## src/nits_pkg.sv

```systemverilog
// Shared types and constants of the nested interval timer stack.
`timescale 1ns / 1ps

package nits_pkg;

    localparam int STACK_DEPTH = 16;
    localparam int LEVEL_W = $clog2(STACK_DEPTH + 1);
    localparam int SLOT_W = (STACK_DEPTH > 1) ? $clog2(STACK_DEPTH) : 1;

    localparam int STAMP_W = 64;
    localparam int RATE_W = 32;
    localparam int INTERVAL_W = 32;
    localparam int FLAGS_W = 4;
    localparam int UNIT_W = STAMP_W + 1;

    localparam int MUL_STEPS = RATE_W;
    localparam int DIV_STEPS = STAMP_W;
    localparam int CNT_W = $clog2(DIV_STEPS);

    localparam logic [STAMP_W-1:0] FREQ_RESET = 64'd1000000;

    localparam int FLAG_PUSH = 0;
    localparam int FLAG_READ = 1;
    localparam int FLAG_SET = 2;
    localparam int FLAG_POP = 3;

    typedef enum logic [1:0] {
        STATUS_OK = 2'd0,
        STATUS_OVERFLOW = 2'd1,
        STATUS_EMPTY = 2'd2
    } status_t;

    typedef struct packed {
        logic en;
        logic [SLOT_W-1:0] slot;
        logic [STAMP_W-1:0] data;
    } stamp_wr_t;

endpackage

```

## src/nested_interval_timer_stack.sv

```systemverilog
// Top level of the nested interval timer stack with its step sequencer.
//
//  Channel   Direction  Payload
//  s_axis    in         tuser = op_flags, tdata = counter_now, scale_rate
//  m_axis    out        tdata = interval, tuser = status
//  cfg       in         cfg_wr_data = counter_frequency
//
// A rejected request goes straight to the done state, an accepted one without a scaled read through the elapsed step.
// A scaled read runs one subtract, 32 multiply steps and 64 divide steps,
// all through the one shared 65-bit add and subtract unit.
// Reset clears the stack level and all saved timestamps at once.
// A finished result waits in the output register while the next request is taken.
`timescale 1ns / 1ps

module nested_interval_timer_stack
    import nits_pkg::*;
(
    input  logic               clk,
    input  logic               rst_n,
    input  logic               s_axis_tvalid,
    output logic               s_axis_tready,
    input  logic [95:0]        s_axis_tdata,   // counter_now[63:0], scale_rate[95:64]
    input  logic [3:0]         s_axis_tuser,   // op_flags[3:0]
    output logic               m_axis_tvalid,
    input  logic               m_axis_tready,
    output logic [31:0]        m_axis_tdata,   // interval[31:0]
    output logic [1:0]         m_axis_tuser,   // status[1:0]
    input  logic               cfg_wr_en,
    input  logic [63:0]        cfg_wr_data
);

    typedef enum logic [2:0] {
        ST_IDLE,
        ST_ELAPSED,
        ST_MUL,
        ST_DIV,
        ST_DONE
    } state_t;

    state_t                 state_reg;
    logic [STAMP_W-1:0]     freq_reg;
    logic [LEVEL_W-1:0]     level_reg;
    logic [FLAGS_W-1:0]     flags_reg;
    logic [SLOT_W-1:0]      slot_reg;
    logic [STAMP_W-1:0]     now_reg;
    logic [RATE_W-1:0]      rate_reg;
    logic [STAMP_W-1:0]     acc_reg;
    logic [STAMP_W-1:0]     mcand_reg;
    logic [STAMP_W-1:0]     rem_reg;
    logic [CNT_W-1:0]       cnt_reg;
    logic [INTERVAL_W-1:0]  res_interval_reg;
    status_t                res_status_reg;
    logic                   out_valid_reg;
    logic [INTERVAL_W-1:0]  out_interval_reg;
    logic [1:0]             out_status_reg;

    logic                   in_push;
    logic                   in_overflow;
    logic                   in_empty;
    logic [LEVEL_W-1:0]     in_level;
    logic [SLOT_W-1:0]      in_slot;
    logic [LEVEL_W-1:0]     level_next;

    stamp_wr_t              stamp_wr;
    logic [STAMP_W-1:0]     stamp_rd;

    logic [UNIT_W-1:0]      unit_a;
    logic [UNIT_W-1:0]      unit_b;
    logic                   unit_sub;
    logic [UNIT_W-1:0]      unit_sum;
    logic                   unit_carry;

    nits_stamp_file u_stamp_file (
        .clk     (clk),
        .rst_n   (rst_n),
        .wr      (stamp_wr),
        .rd_slot (slot_reg),
        .rd_data (stamp_rd)
    );

    nits_addsub u_addsub (
        .a     (unit_a),
        .b     (unit_b),
        .sub   (unit_sub),
        .sum   (unit_sum),
        .carry (unit_carry)
    );

    assign s_axis_tready = (state_reg == ST_IDLE);
    assign m_axis_tvalid = out_valid_reg;
    assign m_axis_tdata = out_interval_reg;
    assign m_axis_tuser = out_status_reg;

    always_comb
    begin
        in_push = s_axis_tuser[FLAG_PUSH];
        in_overflow = in_push && (level_reg >= LEVEL_W'(STACK_DEPTH));
        in_empty = !in_push && (level_reg == '0);
        in_level = level_reg + LEVEL_W'(in_push);
        in_slot = SLOT_W'(in_level - LEVEL_W'(1));
        level_next = level_reg + LEVEL_W'(flags_reg[FLAG_PUSH])
                     - LEVEL_W'(flags_reg[FLAG_POP]);
    end

    always_comb
    begin
        stamp_wr.en = (state_reg == ST_ELAPSED) && flags_reg[FLAG_SET];
        stamp_wr.slot = slot_reg;
        stamp_wr.data = now_reg;
    end

    always_comb
    begin
        unique case (state_reg)
            ST_MUL:
            begin
                unit_a = {1'b0, acc_reg};
                unit_b = rate_reg[0] ? {1'b0, mcand_reg} : '0;
                unit_sub = 1'b0;
            end
            ST_DIV:
            begin
                unit_a = {rem_reg, acc_reg[STAMP_W-1]};
                unit_b = {1'b0, freq_reg};
                unit_sub = 1'b1;
            end
            default:
            begin
                unit_a = {1'b0, now_reg};
                unit_b = {1'b0, stamp_rd};
                unit_sub = 1'b1;
            end
        endcase
    end

    always_ff @(posedge clk or negedge rst_n)
    begin
        if (!rst_n)
        begin
            freq_reg <= FREQ_RESET;
        end
        else if (cfg_wr_en)
        begin
            freq_reg <= cfg_wr_data;
        end
    end

    always_ff @(posedge clk or negedge rst_n)
    begin
        if (!rst_n)
        begin
            state_reg <= ST_IDLE;
            level_reg <= '0;
            flags_reg <= '0;
            slot_reg <= '0;
            now_reg <= '0;
            rate_reg <= '0;
            acc_reg <= '0;
            mcand_reg <= '0;
            rem_reg <= '0;
            cnt_reg <= '0;
            res_interval_reg <= '0;
            res_status_reg <= STATUS_OK;
            out_valid_reg <= 1'b0;
            out_interval_reg <= '0;
            out_status_reg <= '0;
        end
        else
        begin
            if (m_axis_tready && (state_reg != ST_DONE))
            begin
                out_valid_reg <= 1'b0;
            end
            unique case (state_reg)
                ST_IDLE:
                begin
                    if (s_axis_tvalid)
                    begin
                        flags_reg <= s_axis_tuser;
                        now_reg <= s_axis_tdata[63:0];
                        rate_reg <= s_axis_tdata[95:64];
                        slot_reg <= in_slot;
                        res_interval_reg <= '0;
                        if (in_overflow)
                        begin
                            res_status_reg <= STATUS_OVERFLOW;
                            state_reg <= ST_DONE;
                        end
                        else if (in_empty)
                        begin
                            res_status_reg <= STATUS_EMPTY;
                            state_reg <= ST_DONE;
                        end
                        else
                        begin
                            res_status_reg <= STATUS_OK;
                            state_reg <= ST_ELAPSED;
                        end
                    end
                end
                ST_ELAPSED:
                begin
                    level_reg <= level_next;
                    mcand_reg <= unit_sum[STAMP_W-1:0];
                    acc_reg <= '0;
                    cnt_reg <= '0;
                    if (!flags_reg[FLAG_READ])
                    begin
                        state_reg <= ST_DONE;
                    end
                    else if (rate_reg == '0)
                    begin
                        res_interval_reg <= unit_sum[INTERVAL_W-1:0];
                        state_reg <= ST_DONE;
                    end
                    else
                    begin
                        state_reg <= ST_MUL;
                    end
                end
                ST_MUL:
                begin
                    acc_reg <= unit_sum[STAMP_W-1:0];
                    mcand_reg <= {mcand_reg[STAMP_W-2:0], 1'b0};
                    rate_reg <= {1'b0, rate_reg[RATE_W-1:1]};
                    if (cnt_reg == CNT_W'(MUL_STEPS - 1))
                    begin
                        cnt_reg <= '0;
                        rem_reg <= '0;
                        state_reg <= ST_DIV;
                    end
                    else
                    begin
                        cnt_reg <= cnt_reg + CNT_W'(1);
                    end
                end
                ST_DIV:
                begin
                    rem_reg <= unit_carry ? unit_sum[STAMP_W-1:0] : unit_a[STAMP_W-1:0];
                    acc_reg <= {acc_reg[STAMP_W-2:0], unit_carry};
                    if (cnt_reg == CNT_W'(DIV_STEPS - 1))
                    begin
                        res_interval_reg <= {acc_reg[INTERVAL_W-2:0], unit_carry};
                        state_reg <= ST_DONE;
                    end
                    else
                    begin
                        cnt_reg <= cnt_reg + CNT_W'(1);
                    end
                end
                ST_DONE:
                begin
                    if (!out_valid_reg || m_axis_tready)
                    begin
                        out_valid_reg <= 1'b1;
                        out_interval_reg <= res_interval_reg;
                        out_status_reg <= res_status_reg;
                        state_reg <= ST_IDLE;
                    end
                end
                default:
                begin
                    state_reg <= ST_IDLE;
                end
            endcase
        end
    end

    assert property (@(posedge clk) disable iff (!rst_n)
        level_reg <= LEVEL_W'(STACK_DEPTH))
        else $error("Stack level exceeds the stack depth.");

    assert property (@(posedge clk) disable iff (!rst_n)
        (m_axis_tvalid && (m_axis_tuser != 2'(STATUS_OK))) |-> (m_axis_tdata == '0))
        else $error("A failed transaction carries a nonzero interval.");

    assert property (@(posedge clk) disable iff (!rst_n)
        (level_reg != $past(level_reg)) |-> ($past(state_reg) == ST_ELAPSED))
        else $error("Stack level changed outside the update step.");

    assert property (@(posedge clk) disable iff (!rst_n)
        (state_reg == ST_MUL) |=> ((state_reg == ST_MUL) || (state_reg == ST_DIV)))
        else $error("Multiply steps left before the divide.");

endmodule

```

## src/nits_addsub.sv

```systemverilog
// Shared add and subtract unit used for elapsed time, multiply and divide steps.
`timescale 1ns / 1ps

module nits_addsub
    import nits_pkg::*;
(
    input  logic [UNIT_W-1:0] a,
    input  logic [UNIT_W-1:0] b,
    input  logic              sub,
    output logic [UNIT_W-1:0] sum,
    output logic              carry
);

    logic [UNIT_W:0] full;

    assign full = {1'b0, a} + {1'b0, (sub ? ~b : b)} + (UNIT_W + 1)'(sub);
    assign sum = full[UNIT_W-1:0];
    assign carry = full[UNIT_W];

endmodule

```

## src/nits_stamp_file.sv

```systemverilog
// Register file of saved timestamps, one entry per stack level.
`timescale 1ns / 1ps

module nits_stamp_file
    import nits_pkg::*;
(
    input  logic               clk,
    input  logic               rst_n,
    input  stamp_wr_t          wr,
    input  logic [SLOT_W-1:0]  rd_slot,
    output logic [STAMP_W-1:0] rd_data
);

    logic [STAMP_W-1:0] stamps_reg [STACK_DEPTH];

    always_ff @(posedge clk or negedge rst_n)
    begin
        if (!rst_n)
        begin
            for (int i = 0; i < STACK_DEPTH; i++)
            begin
                stamps_reg[i] <= '0;
            end
        end
        else if (wr.en)
        begin
            stamps_reg[wr.slot] <= wr.data;
        end
    end

    assign rd_data = stamps_reg[rd_slot];

endmodule

```

## config.mk

```make
export PLATFORM = sky130hd
export DESIGN_NAME = nested_interval_timer_stack
export DESIGN_NICKNAME = d
export VERILOG_FILES = /design/src/nits_pkg.sv /design/src/nested_interval_timer_stack.sv /design/src/nits_addsub.sv /design/src/nits_stamp_file.sv
export SDC_FILE = /design/constraint.sdc
export NUM_CORES = 2
export LEC_CHECK = 0
export BUFFER_PORTS_ARGS = -buffer_cell sky130_fd_sc_hd__buf_2
export CAP_MARGIN = 30
export CORE_UTILIZATION = 50
export CTS_CLUSTER_DIAMETER = 100
export DETAILED_ROUTE_END_ITERATION = 10
export PLACE_DENSITY = 0.77
export SYNTH_ARGS = -nofsm -noshare
export SYNTH_HDL_FRONTEND = slang
export SYNTH_SLANG_ARGS = --single-unit
```

## constraint.sdc

```tcl
create_clock -name clk -period 7.3 [get_ports clk]
set_input_delay 0.365 -clock clk [delete_from_list [all_inputs] [get_ports clk]]
set_output_delay 0.365 -clock clk [all_outputs]
set_load 0.005 [all_outputs]
```

==> key figures <==
Global route
  – Largest net degree at the start of global routing: 191
  – Initial antenna violation count: 8
  – GRT overflow: 0
  – First-pass GRT wire length: 297300 µm
  – Number of global-route vias before repair: 48266
  – Gr usage total: 0.2731

STA
  – Fin. Hold Viols: 0
  – Clock skew: 0.03351 ns
  – Least-Margin Pin Slew: 1.119 ns
  – Min Tclk post-route: 6.339 ns
  – Fmax: 157.8 MHz
  – Max_slew headroom: 0.2540
  – Final cycle utilization of the critical path: 0.8683
  – Final setup vio count: 0
  – TNS Setup: 0 ns
  – Pins Over Slew Limit: 0
  – RSZ-0062 raised after global routing: false

Route
  – Initial DRC count: 5041
  – Residual DRC: 0
  – DR pass1 iterations: 6
  – Routed vias: 47568
  – DR WL/cell: 25.46 µm
  – Routed Antenna Nets: 0
  – Vias per cell: 6.257
  – Final WL: 193500 µm

Finish
  – Synth-to-Final Area Change: 13.28%
  – Nets: 5854
  – # fillers: 10810
  – Register area: 36740 µm²
  – Number of flip-flops under the largest register name: 1024
  – Design area: 79780 µm²
  – Multi-input logic area: 31750 µm²
  – Finished Core Util: 0.5710
  – Layout cells sized above 1: 0.3417

Yosys
  – Count leader, synth: dfrtp_1
  – Largest area contributor in the netlist: dfrtp_1
  – Async set or reset register ratio after synthesis: 1.000
  – Synthesized area: 70430 µm²
  – Syn Inst Count: 5456
  – Top-area cell type share of the netlist area: 0.5188
  – Number of flops mapped to enable cells by yosys: 0
  – Syn avg cell area: 12.91 µm²
  – Top post-synthesis cells by count: 1460 x dfrtp_1, 1061 x mux2_2, 574 x nand2_1
  – Post-synthesis sequential element count: 1467
  – Synth top area cells: dfrtp_1 52%, mux2_2 17%, mux4_2 10%, nand2_1 3.1%, clkbuf_1 2.1%
  – Synth unique cells: 79
  – Primary FF master, synth: dfrtp_1
  – Seq/Total Area, Yosys: 0.5214
  – Syn nets: 5700
  – YS warnings: 0

CTS
  – Max H-tree Level: 4
  – Reg clk slew, reported paths: 0.07 ns
  – Clock latency on the worst-skew pair: 0.80 ns
  – Root buffer cell: clkbuf_16
  – TritonCTS Sinks: 1467
  – Setup Buffers After CTS: 0
  – Clock Path Buffers: 3
  – TritonCTS buffer count: 146
  – CTS tree: yes

Floorplan
  – Core area: 139700 µm²
  – Starting Density: 0.5041
  – Io pins: 205
  – Die Y: 377.3 µm
  – Row cnt: 137
  – Die width: 377.3 µm
  – Die area: 142400 µm²

Worst setup path
  – Crit Path Category: flop to flop
  – Critical Path Start: slot_reg[0]
  – Largest driver fanout on the critical path: 43
  – Critical Path RT: 7.93 ns
  – Critical path arrival: 6.97 ns
  – FF-to-FF Start: slot_reg[0]
  – Setup crit end: acc_reg[59]
  – CP Launch Type: flop
  – R2R depth: 16
  – CP endpoint kind: flop
  – R2R Path End: acc_reg[59]
  – R2r setup slk: 0.96 ns

Place
  – DP HPWL: 116900 µm
  – Input/output buffers: 204
  – RePlAce Congestion: 0.9496
  – Area after DPL: 73160 µm²

Pwr
  – Power density over cell area: 488.3 nW/µm²
  – Leak: 0.03768 µW
  – Worst IR Drop VDD: 0.4508 mV

Outcome
  – Status: complete, no violations

Job
  – Max-cap violations: 0

Worst hold path
  – Hold_sp: cfg_wr_en
  – Min-Delay Path Class: primary input to flop
-- final cells by class --
| class | count | area share |
|---|---|---|
| Timing Repair Buffer | 455 | 0.04467 |
| Sequential cell | 1467 | 0.4605 |
| Clock inverter | 52 | 0.008799 |
| Inverter | 119 | 0.005599 |
| Multi-Input combinational cell | 3421 | 0.3979 |
| Antenna cell | 4 | 0.0001255 |
| Clock buffer | 208 | 0.05292 |
| Tap cell | 1876 | 0.02942 |
-- metrics by stage --
stage | setup WS, ns | total power, µW | hold WS (ns) | instances
CTS | 1.027 | 38650 | 0.002290 | 7598
detailed placement | 1.046 | 30730 | 0.4707 | 7170
global route | 0.6219 | 41010 | 0.05391 | 7600
floorplan | 1.997 | 25340 | 0.06941 | 5456
finish | 0.9614 | 38950 | 0.03168 | 7602
global placement | 0.9609 | 30230 | 0.4614 | 7166
-- power by group --
group          switching, µW  internal (µW)  leakage (µW)
combinational          10500           7660        0.0155
sequential              2460          10500        0.0197
clock                   3250           4510       0.00242
-- placed cells by master (no fill, tap or decap), types with 17 or more instances in the layout --
cell type         n
inv_1           117
a22oi_1         131
and2_1           17
clkbuf_8         25
ha_1             73
mux2_2         1061
clkinv_2         22
nand3_1          29
o21bai_1         18
a22o_1           30
a21oi_1         199
o211ai_1         38
dfrtp_1        1454
o21ai_0         270
clkbuf_1         33
mux2i_1         112
xnor2_1          57
clkbuf_16       150
nor2_1           97
nand4_1          29
o21ai_1          22
mux4_2          318
a221o_1          32
dlygate4sd3_1   168
buf_12           17
a21o_1           37
buf_4            67
nand2b_1         17
nand2_1         564
o21a_1           34
buf_2           202
a221oi_1         65
-- routing by layer --
layer	vias up	global-route usage	share of wire
met5	-	0	0.00022
met4	8	0.08882	0.030
met3	351	0.05409	0.079
met2	1996	0.4190	0.46
met1	24899	0.3910	0.43
li1	20314	-	-
-- worst min-delay path by stage --
stage               cells past startpoint                  end  slack (ns)
floorplan                               0           acc_reg[0]        0.07
global placement                        2  res_interval_reg[1]        0.46
detailed placement                      2  res_interval_reg[3]        0.47
CTS                                     3         freq_reg[45]       0.002
global route                            3         freq_reg[38]        0.05
finish                                  3         freq_reg[47]        0.03
-- repair_timing --
item,in CTS,in global routing
hold buffers,168,0
hold endpoints to repair,304,0
resized for setup,0,0
-- cells by family after synthesis --
logic type,after synthesis,share of synthesized area
buffers and inverters,568,0.03091
AND/OR/NAND/NOR,841,0.05021
adder cells (fa/ha/maj),75,0.01354
XOR/XNOR,70,0.008706
flip-flops,1467,0.5214
multiplexers,1493,0.2876
AO/OA/AOI/OAI,942,0.08761
-- worst max-delay path: stages (launching register included) --
cell and delay (ns):
dfrtp_4 1.01, buf_12 0.33, mux4_2 0.54, mux4_2 0.52, a21oi_1 0.17, ha_1 0.26, nand4_1 0.23, nor3_1 0.45
nand3b_1 0.13, o31ai_1 0.55, and2_1 0.28, o32ai_1 0.15, o31ai_1 0.77, a31o_2 0.29, a21boi_1 0.08, xor2_1 0.22
o211ai_1 0.11
No activity file was read; power rests on OpenSTA's default activity.
